File: config.mk
export PLATFORM = sky130hd
export DESIGN_NAME = lcpe_merge
export DESIGN_NICKNAME = d
export VERILOG_FILES = /design/src/rtl/lcpe_pkg.sv /design/src/rtl/lcpe_merge.sv
export SDC_FILE = /design/constraint.sdc
export NUM_CORES = 1
export LEC_CHECK = 0
export ABC_AREA = 1
export BUFFER_PORTS_ARGS = -buffer_cell sky130_fd_sc_hd__buf_2
export CAP_MARGIN = 30
export CORE_UTILIZATION = 30
export DETAILED_ROUTE_END_ITERATION = 10
export PLACE_DENSITY = 0.6
export RECOVER_POWER = 25
export SYNTH_ARGS = -nofsm -noshare
export SYNTH_HDL_FRONTEND = slang
export SYNTH_SLANG_ARGS = --single-unit
File: constraint.sdc
create_clock -name vclk -period 19.34
set_clock_uncertainty 0.15 [all_clocks]
set_input_delay 3.868 -clock vclk [all_inputs]
set_output_delay 3.868 -clock vclk [all_outputs]
set_load 0.1 [all_outputs]
File: src/rtl/lcpe_pkg.sv
// Shared types, constants and helper functions for the layer compositor.
// Depends on nothing; every other file of the block but lcpe_ram uses it.
`default_nettype none

package lcpe_pkg;

    localparam int FIELD_LAYERS = 6;
    localparam int COLOR_W      = 8;
    localparam int PRI_W        = 8;
    localparam int LAYERS_W     = FIELD_LAYERS * COLOR_W;
    localparam int BYTE_W       = 8;
    localparam int CHANNELS     = 3;
    localparam int RGB_W        = CHANNELS * BYTE_W;
    localparam int RGB565_W     = 16;
    localparam int INDEX_W      = 8;
    localparam int BRIGHT_W     = 5;
    localparam int TINT_W       = 8;
    localparam int PROD_W       = BYTE_W + BRIGHT_W;
    localparam int RECIP_W      = 16;
    localparam int QPROD_W      = PROD_W + RECIP_W;
    localparam int RECIP_SHIFT  = 20;
    localparam int SUM_W        = BYTE_W + 2;
    localparam int CFG_INDEX_W  = 8;
    localparam int CFG_DATA_W   = 8;

    // Rounded-up reciprocal of 31 scaled by 2^20; exact for products up to 255 * 31.
    localparam logic [RECIP_W-1:0]  RECIP_31     = 16'd33826;
    localparam logic [BRIGHT_W-1:0] BRIGHT_UNITY = 5'd31;
    localparam logic [BYTE_W-1:0]   BYTE_MAX     = 8'hFF;

    localparam logic [CFG_INDEX_W-1:0] REG_BRIGHTNESS = 8'd0;
    localparam logic [CFG_INDEX_W-1:0] REG_TINT_HIGH  = 8'd1;
    localparam logic [CFG_INDEX_W-1:0] REG_TINT_MID   = 8'd2;
    localparam logic [CFG_INDEX_W-1:0] REG_TINT_LOW   = 8'd3;

    typedef enum logic
    {
        OP_COMPOSITE     = 1'b0,
        OP_PALETTE_WRITE = 1'b1
    } op_t;

    typedef struct packed
    {
        logic               visible;
        logic [COLOR_W-1:0] color;
        logic [PRI_W-1:0]   pri;
    } lane_t;

    typedef struct packed
    {
        logic [COLOR_W-1:0] color;
        logic [PRI_W-1:0]   pri;
    } winner_t;

    // Palette entries hold blue in the high byte and red in the low byte.
    function automatic logic [RGB_W-1:0] expand565(input logic [RGB565_W-1:0] w);
        logic [4:0] r5;
        logic [5:0] g6;
        logic [4:0] b5;
        r5 = w[15:11];
        g6 = w[10:5];
        b5 = w[4:0];
        return {b5, b5[4:2], g6, g6[5:4], r5, r5[4:2]};
    endfunction

    function automatic logic [RGB_W-1:0] gray_entry(input logic [COLOR_W-1:0] c);
        return {c, c, c};
    endfunction

endpackage

`default_nettype wire

File: src/rtl/lcpe_merge.sv
// Merges the lane results: the last visible layer whose priority reaches the running top wins.
// Depends on lcpe_pkg; the backdrop (color 0, priority 0) wins when no lane is visible.
`default_nettype none

module lcpe_merge #(
    parameter int LANES = 6
) (
    input  lcpe_pkg::lane_t   lanes [LANES],
    output lcpe_pkg::winner_t winner
);
    import lcpe_pkg::*;

    always_comb
    begin
        winner = '0;
        for (int k = 0; k < LANES; k++)
        begin
            if (lanes[k].visible && (lanes[k].pri >= winner.pri))
            begin
                winner.color = lanes[k].color;
                winner.pri   = lanes[k].pri;
            end
        end
    end
endmodule

`default_nettype wire

# == Word level (Yosys, flattened, before mapping) ==
# Cells that the tools add are included.
# word_totals
reg_bits,0
input_bits,102
output_inout_bits,16
elab_cells,18
# classes
n_lt_le_gt_ge,6
muxes,6
reduce_logical,6
# op_table
cell,count
$mux 16,6
$ge 8x8->1,5
$ge 8x1->1 const B,1
$logic_and 1x1->1,6

# == Longest topological paths before layout ==
# Gate-level depths: netlist (run 1).
# logic_depth
ltp_word,18
ltp_mapped,69
depth_no_buf,64

# == Least setup slack after synthesis (run 1) ==
# Ideal clock, no wire load.
# synth_timing
kind,input to output
from,in lanes[101] (netlist name)
to,out winner[10] (netlist name)
arrival_ns,12.282
required_ns,15.322
slack_ns,3.040
cell_stages,54
n_path_buf,7
path_cell_list,clkbuf_1 -> clkbuf_1 -> nand2_1 -> ha_1 -> a21o_1 -> nor2_2 -> nand3_2 -> nand2_2 -> clkbuf_1 -> nand2_1 -> o21ai_0 -> ha_1 -> or3_1 -> nand3_1 -> nand3_1 -> nand2_1 -> nand2_1 -> nand2_1 -> (+18 left out) -> a211oi_1 -> nand2_4 -> nand2_4 -> nand2_1 -> and2_1 -> ha_1 -> o21a_1 -> o21a_1 -> o21a_1 -> o21a_1 -> o21a_1 -> o21a_1 -> o21ai_0 -> nand2_1 -> nand2_1 -> clkbuf_1 -> nand3_1 -> nand2_1
# synth_rtl
item,line_no,text
start: declaration,lcpe_merge.sv:8,"input lcpe_pkg::lane_t lanes [LANES],"
end: declaration,lcpe_merge.sv:9,output lcpe_pkg::winner_t winner

==> results of run 1 <==
==> routing by layer <==
metal  up-vias  part of all wire (%)  track usage [%]
met4         0                   1.0             2.35
met1      1103                    47             23.6
met3         6                   5.1            0.989
met2        89                    46             30.8
li1       1448                     -                -
met5         -                     0                0
==> synth_stat cells <==
cell type and n:
sky130_fd_sc_hd__buf_4 1, sky130_fd_sc_hd__clkinv_1 1, sky130_fd_sc_hd__clkbuf_1 11, sky130_fd_sc_hd__and2_1 2, sky130_fd_sc_hd__o211ai_1 1, sky130_fd_sc_hd__ha_1 35, sky130_fd_sc_hd__nor3_1 6, sky130_fd_sc_hd__inv_1 48
sky130_fd_sc_hd__o21a_1 6, sky130_fd_sc_hd__nand2_2 8, sky130_fd_sc_hd__a21oi_1 6, sky130_fd_sc_hd__nand3_2 3, sky130_fd_sc_hd__a211oi_1 3, sky130_fd_sc_hd__or3_1 1, sky130_fd_sc_hd__buf_6 2, sky130_fd_sc_hd__buf_2 4
sky130_fd_sc_hd__nand3_1 71, sky130_fd_sc_hd__nand2_4 3, sky130_fd_sc_hd__nor2_2 1, sky130_fd_sc_hd__a21o_1 1, sky130_fd_sc_hd__nor2_1 3, sky130_fd_sc_hd__o21ai_1 1, sky130_fd_sc_hd__nand4_1 1, sky130_fd_sc_hd__o21ai_0 37
sky130_fd_sc_hd__nand2_1 122
==> layout make-up <==
cell class	instances	area [sq um]	area share (%)
multi-input cells	311	1740	66.6
repair buffers	118	591	22.7
inverters	49	184	7.06
well taps	77	96.3	3.70
==> cell families (layout without fill, tap and decap cells) <==
kind of cell    after synthesis  in the layout  share of synthesized area, %
fa+ha+maj                    35             35                          21.7
simple gates                221            221                          49.6
buf+inv                      67            167                          13.7
compound gates               55             55                          15.0
==> worst max-delay path by stage <==
stage / to / slack, ps / cells after the start
after floorplan: winner[10] / 3040 / 54
after global placement: winner[8] / 2730 / 49
after detailed placement: winner[15] / 2410 / 49
after CTS: winner[15] / 2410 / 49
after global routing: winner[6] / 700 / 49
final: winner[14] / 1930 / 49
==> where the power goes <==
group	internal (mW)	switching [mW]	total [mW]
clock network	0	0	0
logic	0.0597	0.205	0.264
registers	0	0	0
==> stage by stage <==
stage	hold WS [ps]	instance area (sq um)	util, %	power (mW)	instances
finish	8060	2610	40.6	0.264	555
global route	8070	2610	40.6	0.289	555
CTS	8060	2610	40.7	0.266	555
detailed placement	8060	2610	40.7	0.265	555
global placement	8060	2610	40.7	0.263	555
floorplan	8160	2020	-	0.222	378
==> results.txt, run 1 <==
The DRC violations left came out at 18. The slew of the pin with the lowest slew margin is 736 ps. Among all stages on the critical path, the largest delay is contributed by sky130_fd_sc_hd__nand2_1.

In this run the biggest area consumer among cell types represents 22.7% of the synthesized area. By startpoint and endpoint, the worst setup path is classified as input port to output port. The number of endpoints with negative hold slack in the final report came out at 0.

The number of nets in the synthesized netlist is 515. Summed over all layers, the global routing overflow is 0. The combined flip-flop and latch cell area is 0 sq um. STA classifies the critical path endpoint as an output port. Buffers inserted to repair hold after CTS numbered 0. Counting every instance in the synthesized netlist gives 378. In the routed layout, each cell is associated on average with a via count of 4.77. The worst vdd rail ir drop is 0.0000351 V.

The global-route usage over all layers came out at 17.4%. The count of maximum capacitance violations is 0. The time the final worst path needs with I/O delays and setup is 17410 ps. After legalization and detailed placement, the total HPWL measured 5500 microns. The via total after detailed routing is 2646. The number of clock buffer instances in the layout came out at 0.

The final layout contains 617 nets. In this run the cell area of the synthesized design comes to 2020 sq um. The initial antenna violation count came out at 0. The final setup TNS is 0 ps. The initial core utilization came out at 31.4%. Entering global routing, the biggest net connects 32 pins.

Input and output buffers added on the ports amount to 118. The layout sequential cell count came out at 0. The combined buffer and inverter count along the critical path came out at 3. The number of global-route vias before repair came out at 2505.

The arrival time of the worst setup path is 13390 ps. The post-route netlist has 27.4% of its cells at a drive strength greater than 1. The most frequent standard cell in the layout excluding fill and tap cells is sky130_fd_sc_hd__nand2_1. Summed over all instances, the cell type with the most area after synthesis is sky130_fd_sc_hd__nand2_1. The required time of the critical path is 15320 ps. The least setup slack across all paths after layout came out at 1930 ps. The number of cell rows came out at 29. The top cell types in the final layout, fill and taps aside, are 124 x sky130_fd_sc_hd__nand2_1, 118 x sky130_fd_sc_hd__buf_2, 71 x sky130_fd_sc_hd__nand3_1, 48 x sky130_fd_sc_hd__inv_1, 37 x sky130_fd_sc_hd__o21ai_0.

Setup repair after global routing left no endpoint under its margin. The flow ran to the end, but the final reports show violations. The placer's final routability congestion estimate came out at 0.827. The final reports fail on DRC. For this run, the number of Yosys warnings is 0. After floorplanning, the core was sized to cover 6420 sq um.

The maximum clock frequency came out at 57.5 MHz. The cell type group with the largest total delay on the critical path is simple AND/OR/NAND/NOR gates. In this run the static leakage power is 1.65 nW.

The fraction of the yosys area taken by sequential cells is 0%. The worst hold path begins at lanes[9]. The detail route stage leaves a number of antenna-violating nets equal to 0.

The detailed router finished its first iteration with 95 violations. The number of inserted filler cells in the final layout came out at 707. The path class of the tightest hold or removal check is input port to output port. The wire length of the first global-routing pass is 10600 microns. The height of the die is 84.0 microns.

Averaged over all synthesized cells, the footprint is 5.33 sq um. The total die area came out at 7050 sq um. The critical path's largest stage delay is 550 ps. The detailed-router iteration count before antenna repair is 7. The most critical setup path has its startpoint at lanes[101].

The maximum fanout count along the critical path came out at 31. The post-CTS setup repair buffer count came out at 0. The width of the die came out at 84.0 microns. The depth of the worst hold-timing path is 4. The worst hold path terminates at winner[9].

OpenSTA, run right after detailed placement, puts the worst setup slack at 2410 ps. The number of I/O pins came out at 118. The routed wirelength normalized by instance count came out at 11.0 microns. The number of resized instances in the post-cts repair step is 0. The setup violation total in the final timing report came out at 0. By area the synthesized netlist is led by sky130_fd_sc_hd__nand2_1 23%, sky130_fd_sc_hd__ha_1 22%, sky130_fd_sc_hd__nand3_1 18%. Relative to the synthesized area, the layout overhead comes to 29.3%. The post-route fraction of the period consumed by the critical path is 90.0%. The worst slew margin relative to its limit came out at 50.8%. The number of max-slew violations in the final report is 0. The power per cell area came out at 101 nW/um^2. The routed wire length is 6110 microns. The cell repeated most along the worst path is sky130_fd_sc_hd__nand2_1. STA classifies the critical path startpoint as an input port. The number of distinct library cell variants in the gate-level netlist after synthesis came out at 25. The diode insertion count for antenna repair is 0.
Power figures use the tool's default switching activity.
==> run 2, diff against run 1 <==
- ABC_AREA: 1 -> not set
- PLACE_DENSITY: 0.6 -> 0.59
==> results.txt, run 2 <==
The number of I/O pins is 118 (unchanged). The core footprint is 6870 sq um (+7.0%). The sequential group share of total power came to 0% (unchanged). The DRC violations left came out at 0 (-18).

The synthesized netlist cell count is 283 (-25%). The switching portion of total power is 68.8% (-8.6 points). The number of distinct library cell variants in the gate-level netlist after synthesis is 48 (+92%). The number of inserted filler cells in the final layout is 728 (+3.0%).

The final instance count without filler cells is 488 (-12%). The placer's final routability congestion estimate is 0.874 (+5.6%). The detailed-router iteration count before antenna repair is 4 (-3).

In this design, the critical path's most frequently occurring cell is sky130_fd_sc_hd__o21ai_0. The proportion of power drawn by combinational gates was 100.0% (about the same). The library cells used most frequently in the layout, excluding fill and tap cells, are 114 x sky130_fd_sc_hd__buf_2, 35 x sky130_fd_sc_hd__ha_1, 34 x sky130_fd_sc_hd__inv_1, 34 x sky130_fd_sc_hd__nand2_1, 22 x sky130_fd_sc_hd__mux2_2. The number of endpoints with negative hold slack in the final report came out at 0 (unchanged).

The final-layout worst hold slack came out at 8070 ps (+9.07 ps). The path with the worst hold slack has its endpoint at winner[2]. The detailed-placement wirelength estimate is 5270 microns (-4.1%). The internal power component came to 0.0699 mW (+17%). The placement-stage worst setup slack is 1340 ps (-1070 ps).

The largest net degree at the start of global routing came out at 27 (-16%). The worst slew margin relative to its limit came out at 52.9% (+2.1 points). The leftover overflow at the end of global routing is 0 (unchanged).

The number of max-slew violations in the final report was 0 (unchanged). The least setup slack across all paths after layout came to 1280 ps (-649 ps). The total standard cell area after synthesis was 2150 sq um (+6.8%). The ratio of cells with drive above 1 in the final layout is 41.1% (+14 points). The slew of the pin with the lowest slew margin came to 704 ps (-31.3 ps). The fraction of post-synthesis cell area in the top cell type by area is 20.3% (-2.4 points). The required time of the critical path was 15320 ps (about the same). The via total after detailed routing came out at 2312 (-13%). The number of nets in the synthesized netlist came to 420 (-18%). The worst setup path is launched from an input port. The wire length of the first global-routing pass came out at 9100 microns (-14%). The reported leakage power came to 1.53 nW (-7.0%). The layout sequential cell count is 0 (unchanged). The routed wire length came out at 5950 microns (-2.6%). The area used by multi-input combinational logic is 1970 sq um (+13%).

Yosys attributes the largest share of cell area to sky130_fd_sc_hd__ha_1 20%, sky130_fd_sc_hd__mux2_2 12%, sky130_fd_sc_hd__mux2i_1 7.9%. The time the final worst path needs with I/O delays and setup is 18060 ps (+649 ps). In this run the most critical hold path is launched from lanes[2].

The number of violations reported at the end of detailed-routing iteration 0 came to 69 (-27%). The total of warnings raised by yosys came out at 0 (unchanged). The diode insertion count for antenna repair came to 0 (unchanged).

The arrival time of the worst setup path came out at 14040 ps (+650 ps). The power per cell area is 79.5 nW/um^2 (-22%). The combined flip-flop and latch cell area came out at 0 sq um (unchanged). The cts-stage hold buffer count is 0 (unchanged). The total die area came to 7520 sq um (+6.7%). The mean cell area of the mapped netlist is 7.61 sq um (+43%).

The final setup TNS came out at 0 ps (unchanged). The setup violation total in the final timing report is 0 (unchanged). The run finished with clean final reports. The net switching power figure came out at 0.154 mW (-25%).

The number of buffers inserted by port buffering is 118 (unchanged). The worst vdd rail ir drop is 0.0000433 V (+23%). The library cell used most frequently in the layout, excluding fill and tap cells, is sky130_fd_sc_hd__buf_2. The number of clock buffer instances in the layout came to 0 (unchanged). By startpoint and endpoint, the worst setup path is classified as input port to output port. The largest individual stage delay along the critical path comes from the cell sky130_fd_sc_hd__a21o_1. The final antenna-violating net count is 0 (unchanged).

The global-route usage over all layers came to 14.9% (-2.4 points). The cell area reported after detailed placement is 2820 sq um (+8.0%). The number of resized instances in the post-cts repair step is 0 (unchanged). The count of maximum capacitance violations came to 0 (unchanged). The kind of end point of the critical path is an output port. The number of cell rows came out at 30 (+3.4%). The fraction of the yosys area taken by sequential cells was 0% (unchanged).

The critical path's largest stage delay came out at 590 ps (+40 ps). The signed area change from the synthesized netlist to the final layout came out at 30.9%. The maximum clock frequency came out at 55.4 MHz (-3.6%). The number of global-route vias before repair came out at 2079 (-17%).

The part of the power in the clock network came to 0% (unchanged). The total number of nets in the final design came out at 531 (-14%). The post-route fraction of the period consumed by the critical path is 93.4% (+3.4 points). Setup repair after global routing left no endpoint under its margin.

In this run the worst hold path is classified as input port to output port. The maximum fanout count along the critical path is 26 (-16%). The most common cell in the netlist is sky130_fd_sc_hd__ha_1. The final instance area came out at 2820 sq um (+8.2%). The routed wirelength normalized by instance count is 12.2 microns (+11%). The height of the die came out at 86.7 microns (+3.3%). The initial core utilization came to 31.3% (-0.037 points).

The depth of the worst hold-timing path came to 4 (unchanged). The biggest area contributor in the post-synthesis netlist is sky130_fd_sc_hd__ha_1. The cell total after placement is 488 (-12%). The mean number of vias per cell came out at 4.74 (-0.63%). Counting instances in the post-synthesis netlist gives the leading cell types as 35 x sky130_fd_sc_hd__ha_1, 34 x sky130_fd_sc_hd__inv_1, 34 x sky130_fd_sc_hd__nand2_1, 22 x sky130_fd_sc_hd__mux2_2, 17 x sky130_fd_sc_hd__mux2i_1.

The width of the die is 86.7 microns (+3.3%). The initial antenna violation count came to 0 (unchanged). The post-CTS setup repair buffer count is 0 (unchanged).
run 2: final cells by class:
cell class / count / area share (%)
multi-input cells: 238 / 69.7
well taps: 96 / 4.26
inverters: 34 / 4.53
repair buffers: 120 / 21.5
run 2: worst max path at each step:
stage          startpoint    endpoint  slack, ps  depth (start not counted)
4_1_cts        lanes[101]   winner[9]       1330                         45
2_1_floorplan  lanes[101]   winner[1]        880                         49
6_report       lanes[101]   winner[6]       1280                         45
3_5_place_dp   lanes[101]  winner[10]       1340                         45
3_3_place_gp   lanes[101]   winner[0]       1600                         45
5_1_grt        lanes[101]   winner[6]        290                         43
run 2: power by group through the flow:
stage	Clock [mW]	Sequential (mW)	Combinational, mW
2_1_floorplan	0	0	0.188
3_3_place_gp	0	0	0.224
3_5_place_dp	0	0	0.225
4_1_cts	0	0	0.226
5_1_grt	0	0	0.241
6_report	0	0	0.224
run 2: cells by family (layout without fill, tap and decap cells):
| logic type | Yosys count | after routing | share of synthesized area, % |
|---|---|---|---|
| simple gates | 86 | 86 | 19.3 |
| compound gates | 56 | 56 | 18.8 |
| fa+ha+maj | 37 | 37 | 21.3 |
| buf+inv | 45 | 154 | 8.72 |
| mux | 59 | 59 | 31.9 |
run 2: per-layer routing:
layer | share of wire (%) | global-route usage (%) | vias to the layer above
li1 | - | - | 1236
met1 | 44 | 18.5 | 994
met2 | 49 | 29.9 | 82
met3 | 6.5 | 0.571 | 0
met4 | 0 | 0 | 0
met5 | 0 | 0 | -
run 2: stage by stage:
step	utilization (%)	total power, mW
floorplan	-	0.188
global placement	41.0	0.224
detailed placement	41.0	0.225
CTS	41.0	0.226
global route	41.0	0.241
finish	41.0	0.224
run 2: worst max-delay path, delay by kind of cell:
kind,cells,cell delay (ps)
AO/OA/AOI/OAI,18,4180
AND/OR/NAND/NOR,13,1830
adder cells (fa/ha/maj),5,1520
multiplexers,4,1420
buffers and inverters,5,1180
