===== src/rtl/lcpe_pkg.sv =====
// Shared types, constants and helper functions for the layer compositor.
// Depends on nothing; every other file of the block but lcpe_ram uses it.
`default_nettype none

package lcpe_pkg;

    localparam int FIELD_LAYERS = 6;
    localparam int COLOR_W      = 8;
    localparam int PRI_W        = 8;
    localparam int LAYERS_W     = FIELD_LAYERS * COLOR_W;
    localparam int BYTE_W       = 8;
    localparam int CHANNELS     = 3;
    localparam int RGB_W        = CHANNELS * BYTE_W;
    localparam int RGB565_W     = 16;
    localparam int INDEX_W      = 8;
    localparam int BRIGHT_W     = 5;
    localparam int TINT_W       = 8;
    localparam int PROD_W       = BYTE_W + BRIGHT_W;
    localparam int RECIP_W      = 16;
    localparam int QPROD_W      = PROD_W + RECIP_W;
    localparam int RECIP_SHIFT  = 20;
    localparam int SUM_W        = BYTE_W + 2;
    localparam int CFG_INDEX_W  = 8;
    localparam int CFG_DATA_W   = 8;

    // Rounded-up reciprocal of 31 scaled by 2^20; exact for products up to 255 * 31.
    localparam logic [RECIP_W-1:0]  RECIP_31     = 16'd33826;
    localparam logic [BRIGHT_W-1:0] BRIGHT_UNITY = 5'd31;
    localparam logic [BYTE_W-1:0]   BYTE_MAX     = 8'hFF;

    localparam logic [CFG_INDEX_W-1:0] REG_BRIGHTNESS = 8'd0;
    localparam logic [CFG_INDEX_W-1:0] REG_TINT_HIGH  = 8'd1;
    localparam logic [CFG_INDEX_W-1:0] REG_TINT_MID   = 8'd2;
    localparam logic [CFG_INDEX_W-1:0] REG_TINT_LOW   = 8'd3;

    typedef enum logic
    {
        OP_COMPOSITE     = 1'b0,
        OP_PALETTE_WRITE = 1'b1
    } op_t;

    typedef struct packed
    {
        logic               visible;
        logic [COLOR_W-1:0] color;
        logic [PRI_W-1:0]   pri;
    } lane_t;

    typedef struct packed
    {
        logic [COLOR_W-1:0] color;
        logic [PRI_W-1:0]   pri;
    } winner_t;

    // Palette entries hold blue in the high byte and red in the low byte.
    function automatic logic [RGB_W-1:0] expand565(input logic [RGB565_W-1:0] w);
        logic [4:0] r5;
        logic [5:0] g6;
        logic [4:0] b5;
        r5 = w[15:11];
        g6 = w[10:5];
        b5 = w[4:0];
        return {b5, b5[4:2], g6, g6[5:4], r5, r5[4:2]};
    endfunction

    function automatic logic [RGB_W-1:0] gray_entry(input logic [COLOR_W-1:0] c);
        return {c, c, c};
    endfunction

endpackage

`default_nettype wire


===== src/rtl/lcpe_shade.sv =====
// Finishes one color byte: divides the brightness product by 31, adds the tint and clamps.
// Depends on lcpe_pkg for widths and the reciprocal constant.
`default_nettype none

module lcpe_shade (
    input  wire logic        [lcpe_pkg::PROD_W-1:0] prod,
    input  wire logic signed [lcpe_pkg::TINT_W-1:0] tint,
    output logic             [lcpe_pkg::BYTE_W-1:0] shaded
);
    import lcpe_pkg::*;

    logic        [QPROD_W-1:0] qprod;
    logic        [BYTE_W-1:0]  quotient;
    logic signed [SUM_W-1:0]   sum;

    always_comb
    begin
        qprod    = QPROD_W'(prod) * QPROD_W'(RECIP_31);
        quotient = qprod[RECIP_SHIFT +: BYTE_W];
        sum      = $signed({2'b00, quotient}) + $signed({{2{tint[TINT_W-1]}}, tint});
        if (sum[SUM_W-1])
        begin
            shaded = '0;
        end
        else if (sum[SUM_W-2])
        begin
            shaded = BYTE_MAX;
        end
        else
        begin
            shaded = sum[BYTE_W-1:0];
        end
    end
endmodule

`default_nettype wire

===== config.mk =====
export PLATFORM = sky130hd
export DESIGN_NAME = lcpe_shade
export DESIGN_NICKNAME = d
export VERILOG_FILES = /design/src/rtl/lcpe_pkg.sv /design/src/rtl/lcpe_shade.sv
export SDC_FILE = /design/constraint.sdc
export NUM_CORES = 1
export LEC_CHECK = 0
export BUFFER_PORTS_ARGS = -buffer_cell sky130_fd_sc_hd__buf_4
export CORE_UTILIZATION = 53
export DETAILED_ROUTE_END_ITERATION = 12
export PLACE_DENSITY_LB_ADDON = 0.12
export SYNTH_ARGS = -nofsm -noshare
export SYNTH_HDL_FRONTEND = slang
export SYNTH_SLANG_ARGS = --single-unit

===== constraint.sdc =====
create_clock -name vclk -period 6.5
set_input_delay 0.975 -clock vclk [all_inputs]
set_output_delay 0.975 -clock vclk [all_outputs]
set_load 0.005 [all_outputs]

# After elaboration in Yosys (flattened, before gate mapping)
# Cells that the tools add are included.
# totals
regBits,0
inputBits,21
# classes
add_sub_neg,1
mul,1
muxes,2
# ops
operator,count
multiplier 13 x 15 -> 27 bit (second input constant),1
2-to-1 mux 8 bit,2
adder 9 x 8 -> 10 bit,1

# Longest topological paths before layout
# Gate-level depths: netlist of run 1.
# depth
word_depth,4
mapped_depth,22
ltp_nobuf,22

# Least setup slack after synthesis of run 1
# OpenSTA, ideal clock, no wires.
# synth_path
path_type,input port to output port
startpoint,input prod[8] (netlist name)
endpoint,output shaded[2] (netlist name)
path_stages,20
required_time_ns,5.525
setup_slack_ns,0.442
t_arrival_ns,5.083
path_cell_list,ha_1 > fa_1 > ha_1 > ha_1 > ha_1 > nand2_1 > o21ai_0 > o211ai_1 > a211oi_4 > nor2_1 > xnor2_1 > inv_1 > fa_1 > inv_1 > a21o_1 > a21oi_2 > o21ai_2 > o41ai_4 > xnor2_1 > o21a_1
# synth_between
elab_chain_len,4
# synth_lines
element,line,rtl
from (decl),lcpe_shade.sv:6,"input wire logic [lcpe_pkg::PROD_W-1:0] prod,"
multiplier 13 x 15 -> 27 bit (*),lcpe_shade.sv:18,qprod = QPROD_W'(prod) * QPROD_W'(RECIP_31);
adder 9 x 8 -> 10 bit (*),lcpe_shade.sv:20,"sum = $signed({2'b00, quotient}) + $signed({{2{tint[TINT_W-1]}}, tint});"
2-to-1 mux 8 bit,lcpe_shade.sv:25,else if (sum[SUM_W-2])
2-to-1 mux 8 bit (*),lcpe_shade.sv:21,if (sum[SUM_W-1])
to (decl),lcpe_shade.sv:8,output logic [lcpe_pkg::BYTE_W-1:0] shaded
# Every way passes the cells marked *; elsewhere a longest branch is shown, timed or not.

# Worst setup path in the final report of run 1
# layout_path
startpoint,input prod[12] (netlist name)
endpoint,output shaded[4] (netlist name)
# Same word-level chain as after synthesis.

==> results_dict.tcl, run 1 <==
set metrics [dict create \
    status "completed" \
    fmax_mhz 157 \
    worstPathMaxFanout 7 \
    setup_violations 0 \
    p_leak_nw 1.17 \
    start_kind "input port" \
    powerDensity_nw_per_um2 169 \
    layout_setup_ws_ns 0.141 \
    path_depth 24 \
    ir_drop_uv 89.8 \
    hpwl_um 3150 \
    gp_congestion 0.821 \
    crit_buf_inv 6 \
    yosys.cell_types.count 31 \
    post-route-period-util 0.978 \
    wirelength_um 3910 \
    pre_cts_ws_ns -0.172 \
    avgRoutedWirePerCell_um 14.1 \
    comb_power_share 1.000 \
    initial_core_util 0.560 \
    cp_slowest_stage_delay_ns 0.55 \
    drive_gt1_frac 0.352 \
    clock_buffers 0 \
    synth_compound_area_frac 0.208 \
    p_sw_frac 0.474 \
    postLayoutCoreUtil 0.753 \
    flops_and_latches 0 \
    yosys.area_share.adder 0.565 \
    synthXorXnorAreaFrac 0.0871 \
    mostFrequentLayoutCells "52 x ha_1, 43 x buf_4, 28 x inv_1, 11 x ha_4, 10 x xnor2_1" \
    mostFrequentLayoutCell "ha_1" \
    crit_type "in2out" \
    fin_total_pwr_mw 0.393 \
    area_growth_pct 34.5 \
    end_kind "output port" \
    synth_mux_area_frac 0 \
    n_antenna_cell 0 \
    worstMarginPinSlew_ns 0.336 \
    drt_iter0_drc 28 \
    critPathMostFrequentCell "ha_4" \
    synth_top_family_by_area "adder cells" \
    p_sw_mw 0.186 \
    drtPass1Iterations 4 \
    required_ns 5.52 \
    whs_ns 2.38 \
    syn_inst 188 \
    vias 1469 \
    vias_per_cell 5.30 \
    gr-usage-all-layers 0.227 \
    num_rows 20 \
    drcViolationCount 0 \
    ios 29 \
    sequentialPowerShare 0 \
    grt_max_degree 9 \
    grt_first_pass_wirelength_um 6260 \
    synth-seq-area-share 0 \
    p_int_mw 0.207 \
    cp.arrival_ns 5.38 \
    die_h_um 59.0 \
    antenna_found_initial 0 \
    yosysWarnings 0 \
    die_area_um2 3490 \
    layout_min_cycle_time_ns 6.36 \
    syn_nets 282 \
    final_area_um2 2320 \
    slew_violations 0 \
    finalHoldViolations 0 \
    slew_headroom 0.775 \
    regArea_um2 0 \
    synth-simple-area-share 0.0769 \
    dieWidth_um 59.0 \
    cp_slowest_cell "fa_2" \
    syn-cell-area_um2 1720 \
    pwr-share-clk 0 \
    fin_nets 329 \
    io_buffers 29 \
    hold_buffers 0 \
    cp_top_family "adder cells" \
    core_area_um2 3080 \
    drtAntennaViolNets 0 \
    endpoint "shaded[4]" \
    hold_class "in2out" \
    grt_pass1_vias 1519 \
    overflow 0 \
    cap_violations 0 \
    avgSynthCellArea_um2 9.17 \
    cp_cell_sequence "buf_4 > ha_4 > fa_2 > ha_4 > ha_4 > ha_4 > inv_1 > o22ai_1 > o211ai_1 > buf_4 > a211oi_4 > nor2_2 > o21bai_1 > xor2_1 > ha_1 > buf_6 > a21o_1 > a21oi_2 > o21ai_2 > o41ai_4 > xnor2_2 > buf_6 > o21a_1 > buf_4" \
    postPlaceCellArea_um2 2040 \
    cp-startpoint "prod[12]" \
]
[tightest hold or removal path, stage by stage]
cell    delay [ns]
buf_4         0.08
ha_2          0.13
o21a_1        0.12
buf_4         0.10
[cells in the mapped netlist, drive strengths merged]
cell	instances	area share
nand2b	1	0.0036
or2	1	0.0036
nor2b	2	0.0073
xor2	3	0.015
nand2	5	0.011
o31ai	1	0.012
inv	29	0.063
o31a	1	0.0051
a21oi	12	0.039
xnor2	12	0.072
fa	8	0.093
o21ai	8	0.030
a211oi	1	0.012
o21bai	3	0.015
ha	65	0.47
o21a	9	0.039
o211ai	1	0.0044
and3	2	0.0073
nor3	3	0.0087
nand4	3	0.011
o41ai	2	0.032
o22ai	1	0.0036
a31oi	2	0.0073
nand3	1	0.0029
a21o	2	0.0087
nor2	10	0.022
[area by class of cell]
type                       count  area (um2)
fill                         223         759
multi-input combinational    159        1810
inverter                      29         109
timing repair buffer          45         345
tap                           44        55.1
[power by group through the flow]
stage,combinational (mW),clock [mW],sequential (mW)
after floorplan,0.227,0,0
after global placement,0.311,0,0
after detailed placement,0.322,0,0
after CTS,0.352,0,0
after global routing,0.436,0,0
final,0.393,0,0
[worst min path at each step]
| stage | startpoint | end | cells after the start | slack [ns] |
|---|---|---|---|---|
| 2_1_floorplan | tint[7] | shaded[0] | 2 | 2.14 |
| 3_3_place_gp | tint[0] | shaded[0] | 4 | 2.39 |
| 3_5_place_dp | tint[0] | shaded[0] | 4 | 2.38 |
| 4_1_cts | tint[0] | shaded[0] | 4 | 2.39 |
| 5_1_grt | tint[0] | shaded[0] | 4 | 2.41 |
| 6_report | tint[0] | shaded[0] | 4 | 2.38 |
[metal layers]
metal,vias to the layer above,share of wire,track usage
li1,759,-,-
met4,0,0.018,0.0306
met2,27,0.57,0.474
met5,-,0,0
met1,675,0.40,0.258
met3,8,0.018,0.00218
[logic make-up (layout without fill, tap and decap cells)]
kind of cell	Yosys count	after routing
xor+xnor	15	15
simple gates	28	28
fa+ha+maj	73	73
buf+inv	29	74
compound gates	43	43
[through the flow]
step	std cells	TNS, ns
floorplan	188	0
global placement	267	-0.503
detailed placement	267	-1.29
CTS	272	0
global route	277	-0.127
finish	277	0
[repair_timing]
action                     CTS  global route
setup buffers                5             5
gates resized for setup     12            19
pin swaps                   14            36
setup endpoints to repair    8             8
hold endpoints to repair     0             0
Note: power is estimated with default switching activity, not from simulation.
==> run 2: changes to the inputs <==
==> constraint.sdc (replaced) <==
create_clock -name vclk -period 6.5
set_input_delay 1.3 -clock vclk [all_inputs]
set_output_delay 1.3 -clock vclk [all_outputs]
set_load 0.005 [all_outputs]
==> results_dict.tcl, run 2 (same netlist as run 1, synthesis figures left out) <==
set metrics [dict create \
    hold_class "in2out" \
    hp-start "tint[0]" \
    io_buffers 29 \
    slew_violations 0 \
    finalHoldViolations 0 \
    vias_per_cell 5.36 \
    drcViolationCount 0 \
    crit_type "in2out" \
    ir_drop_uv 94.4 \
    fin_nets 356 \
    cp_top_family "adder cells" \
    final_area_um2 2480 \
    vias 1629 \
    powerDensity_nw_per_um2 172 \
    cp_slowest_cell "fa_1" \
    drtAntennaViolNets 0 \
    grt_pass1_vias 1785 \
    p_leak_nw 1.31 \
    die_h_um 59.0 \
    dieWidth_um 59.0 \
    core_area_um2 3080 \
    regArea_um2 0 \
    end_kind "output port" \
    ios 29 \
    drtPass1Iterations 4 \
    cp_slowest_stage_delay_ns 0.46 \
    cp.arrival_ns 5.68 \
    cap_violations 0 \
    fmax_mhz 143 \
    die_area_um2 3490 \
    overflow 0 \
    required_ns 5.20 \
    critPathMostFrequentCell "buf_4" \
    worstMarginPinSlew_ns 0.298 \
    initial_core_util 0.560 \
    layout_setup_ws_ns -0.480 \
    antenna_found_initial 0 \
    cp_cell_sequence "buf_4 > ha_1 > fa_1 > ha_1 > ha_2 > a21oi_2 > o21ai_2 > o211ai_1 > buf_4 > a211oi_4 > buf_4 > buf_4 > o21ai_2 > a21oi_2 > xor2_1 > ha_2 > nor3_1 > nor2_1 > o41ai_4 > o21bai_2 > xnor2_4 > o21a_1 > buf_4" \
    violations "negative setup slack" \
    crit_buf_inv 5 \
    drive_gt1_frac 0.423 \
    mostFrequentLayoutCell "buf_4" \
    rsz0062_at_grt "true" \
    post-route-period-util 1.07 \
    start_kind "input port" \
    slew_headroom 0.801 \
    grt_first_pass_wirelength_um 6840 \
    mostFrequentLayoutCells "70 x buf_4, 54 x ha_1, 28 x inv_1, 10 x xnor2_1" \
    drt_iter0_drc 43 \
    pre_cts_ws_ns -0.699 \
    postPlaceCellArea_um2 2360 \
    cp-startpoint "prod[7]" \
    grt_max_degree 9 \
    avgRoutedWirePerCell_um 14.9 \
    wirelength_um 4540 \
    n_antenna_cell 0 \
    flops_and_latches 0 \
    setup_violations 8 \
    status "finished, violations left" \
    clock_buffers 0 \
    layout_min_cycle_time_ns 6.98 \
    worstPathMaxFanout 8 \
    gr-usage-all-layers 0.252 \
    hpwl_um 3770 \
    area_growth_pct 44.0 \
    num_rows 20 \
    gp_congestion 0.867 \
]
-- run 2: timing repair --
action,in CTS,in global routing
setup buffers,3,3
setup endpoints to repair,8,8
pin swaps,12,20
gates resized for setup,7,11
endpoints found under the hold margin,0,0
hold buffers,0,0
-- run 2: metal layers --
metal | vias to the layer above | track usage | wire length [um]
li1 | 812 | - | -
met1 | 756 | 0.244 | 1660
met2 | 45 | 0.528 | 2610
met3 | 16 | 0.0240 | 113
met4 | 0 | 0.105 | 153
met5 | - | 0 | 0
-- run 2: metrics by stage --
step	power [mW]	cells	hold WS (ns)	util	setup TNS, ns
2_1_floorplan	0.246	188	2.78	-	-1.15
3_3_place_gp	0.368	299	3.04	0.767	-4.29
3_5_place_dp	0.388	299	3.02	0.767	-5.46
4_1_cts	0.404	302	3.03	0.786	-3.58
5_1_grt	0.468	304	3.04	0.807	-4.87
6_report	0.428	304	3.03	0.807	-3.79
-- run 2: path summary, 6_finish.rpt --
check / cells past startpoint / end
max: 23 / shaded[7]
min: 4 / shaded[0]
-- run 2: area by class of cell --
cell class	instances	area [um2]
multi-input combinational	159	1770
fill	205	594
timing repair buffer	72	548
inverter	29	109
tap	44	55.1
-- run 2: tightest hold or removal path, stage by stage --
cell	delay [ns]
buf_4	0.08
ha_2	0.14
o21a_1	0.11
buf_4	0.10
-- run 2: report_power, final --
group | switching, mW | total, mW | internal [mW]
combinational | 0.199 | 0.428 | 0.230
clock | 0 | 0 | 0
sequential | 0 | 0 | 0
total | 0.199 | 0.428 | 0.230
==> run 3: changes to the inputs <==
==> constraint.sdc (replaced) <==
create_clock -name vclk -period 6.5
set_input_delay 1.3 -clock vclk [all_inputs]
set_output_delay 1.3 -clock vclk [all_outputs]
set_load 0.05 [all_outputs]
==> results_dict.tcl, run 3 (same netlist as run 1, synthesis figures left out) <==
set metrics [dict create \
    cp_slowest_cell "fa_1" \
    drt_iter0_drc 97 \
    violations "negative setup slack" \
    clock_buffers 0 \
    gp_congestion 0.859 \
    num_rows 20 \
    p_int_mw 0.299 \
    drtAntennaViolNets 0 \
    cp_top_family "compound AO/OA/AOI/OAI gates" \
    wirelength_um 6010 \
    postLayoutCoreUtil 0.887 \
    sequentialPowerShare 0 \
    die_area_um2 3490 \
    post-route-period-util 1.13 \
    rsz0062_at_grt "true" \
    slew_violations 0 \
    p_leak_nw 1.39 \
    pwr-share-clk 0 \
    hold_buffers 0 \
    required_ns 5.20 \
    die_h_um 59.0 \
    io_buffers 29 \
    worstMarginPinSlew_ns 0.468 \
    cap_violations 0 \
    drtPass1Iterations 4 \
    vias 1827 \
    status "finished, violations left" \
    ios 29 \
    vias_per_cell 5.89 \
    grt_first_pass_wirelength_um 7440 \
    p_sw_mw 0.315 \
    worstPathMaxFanout 7 \
    flops_and_latches 0 \
    crit_buf_inv 4 \
    drcViolationCount 0 \
    initial_core_util 0.560 \
    finalHoldViolations 0 \
    setup_violations 8 \
    fin_total_pwr_mw 0.614 \
    p_sw_frac 0.513 \
    mostFrequentLayoutCells "65 x buf_4, 53 x ha_1, 28 x inv_1, 11 x ha_4, 10 x xnor2_1" \
    start_kind "input port" \
    min_path_cells 4 \
    fin_tns_setup_ns -6.40 \
    drive_gt1_frac 0.455 \
    critPathMostFrequentCell "ha_1" \
    layout_setup_ws_ns -0.820 \
    cp.arrival_ns 6.02 \
    pre_cts_ws_ns -0.833 \
    path_depth 22 \
    grt_pass1_vias 1758 \
    comb_power_share 1.000 \
    hold_class "in2out" \
    core_area_um2 3080 \
    powerDensity_nw_per_um2 225 \
    fin_nets 362 \
    whs_ns 3.10 \
    dieWidth_um 59.0 \
    cp_slowest_stage_delay_ns 0.50 \
    regArea_um2 0 \
    ir_drop_uv 110 \
    layout_min_cycle_time_ns 7.32 \
    area_growth_pct 58.4 \
    avgRoutedWirePerCell_um 19.4 \
    mostFrequentLayoutCell "buf_4" \
    gr-usage-all-layers 0.283 \
    n_antenna_cell 0 \
    hpwl_um 3900 \
    antenna_found_initial 0 \
    end_kind "output port" \
    fmax_mhz 137 \
    cp_cell_sequence "buf_4 > ha_1 > fa_1 > ha_1 > ha_2 > a21oi_1 > o21ai_1 > o211ai_1 > a211oi_4 > nor2_2 > o21bai_1 > xor2_1 > ha_1 > buf_6 > a21o_1 > a21oi_4 > o21ai_4 > o41ai_4 > xnor2_4 > buf_12 > o21a_4 > buf_8" \
    crit_type "in2out" \
    grt_max_degree 9 \
    overflow 0 \
    slew_headroom 0.687 \
]
## run 3: cell types whose count changed in the layout (fill, tap and decap cells not counted), moves of 3 or more
| cell | before | now |
|---|---|---|
| buf_8 | 0 | 9 |
| o21a_1 | 9 | 1 |
| o21a_4 | 0 | 8 |
| buf_4 | 70 | 65 |
| ha_4 | 7 | 11 |
| ha_2 | 4 | 1 |
## run 3: power groups by stage
stage	sequential [mW]	combinational [mW]	clock, mW
floorplan	0	0.339	0
global placement	0	0.469	0
detailed placement	0	0.494	0
CTS	0	0.540	0
global route	0	0.652	0
finish	0	0.614	0
## run 3: layout make-up
cell class / count / area (um2)
Timing Repair Buffer: 78 / 686
Fill cell: 145 / 347
Multi-Input combinational cell: 159 / 1880
Inverter: 29 / 109
Tap cell: 44 / 55.1
## run 3: through the flow
step / area, um2 / cells
global placement: 2480 / 305
global route: 2730 / 310
CTS: 2580 / 308
finish: 2730 / 310
floorplan: 1860 / 188
detailed placement: 2480 / 305
## run 3: repair_timing
action	4_1_cts	5_1_grt
pin swaps	11	21
setup buffers	3	3
endpoints found under the setup margin	8	8
gates resized for setup	19	17
## run 3: metal layers
metal  track usage  part of all wire  vias up
met5             0                 0        -
met4        0.0748             0.067        0
met3        0.0109             0.047       46
met2         0.612              0.55       87
met1         0.283              0.34      870
li1              -                 -      824
## run 3: path summary, 6_finish.rpt
check | start | endpoint
max | prod[6] | shaded[0]
min | tint[0] | shaded[0]
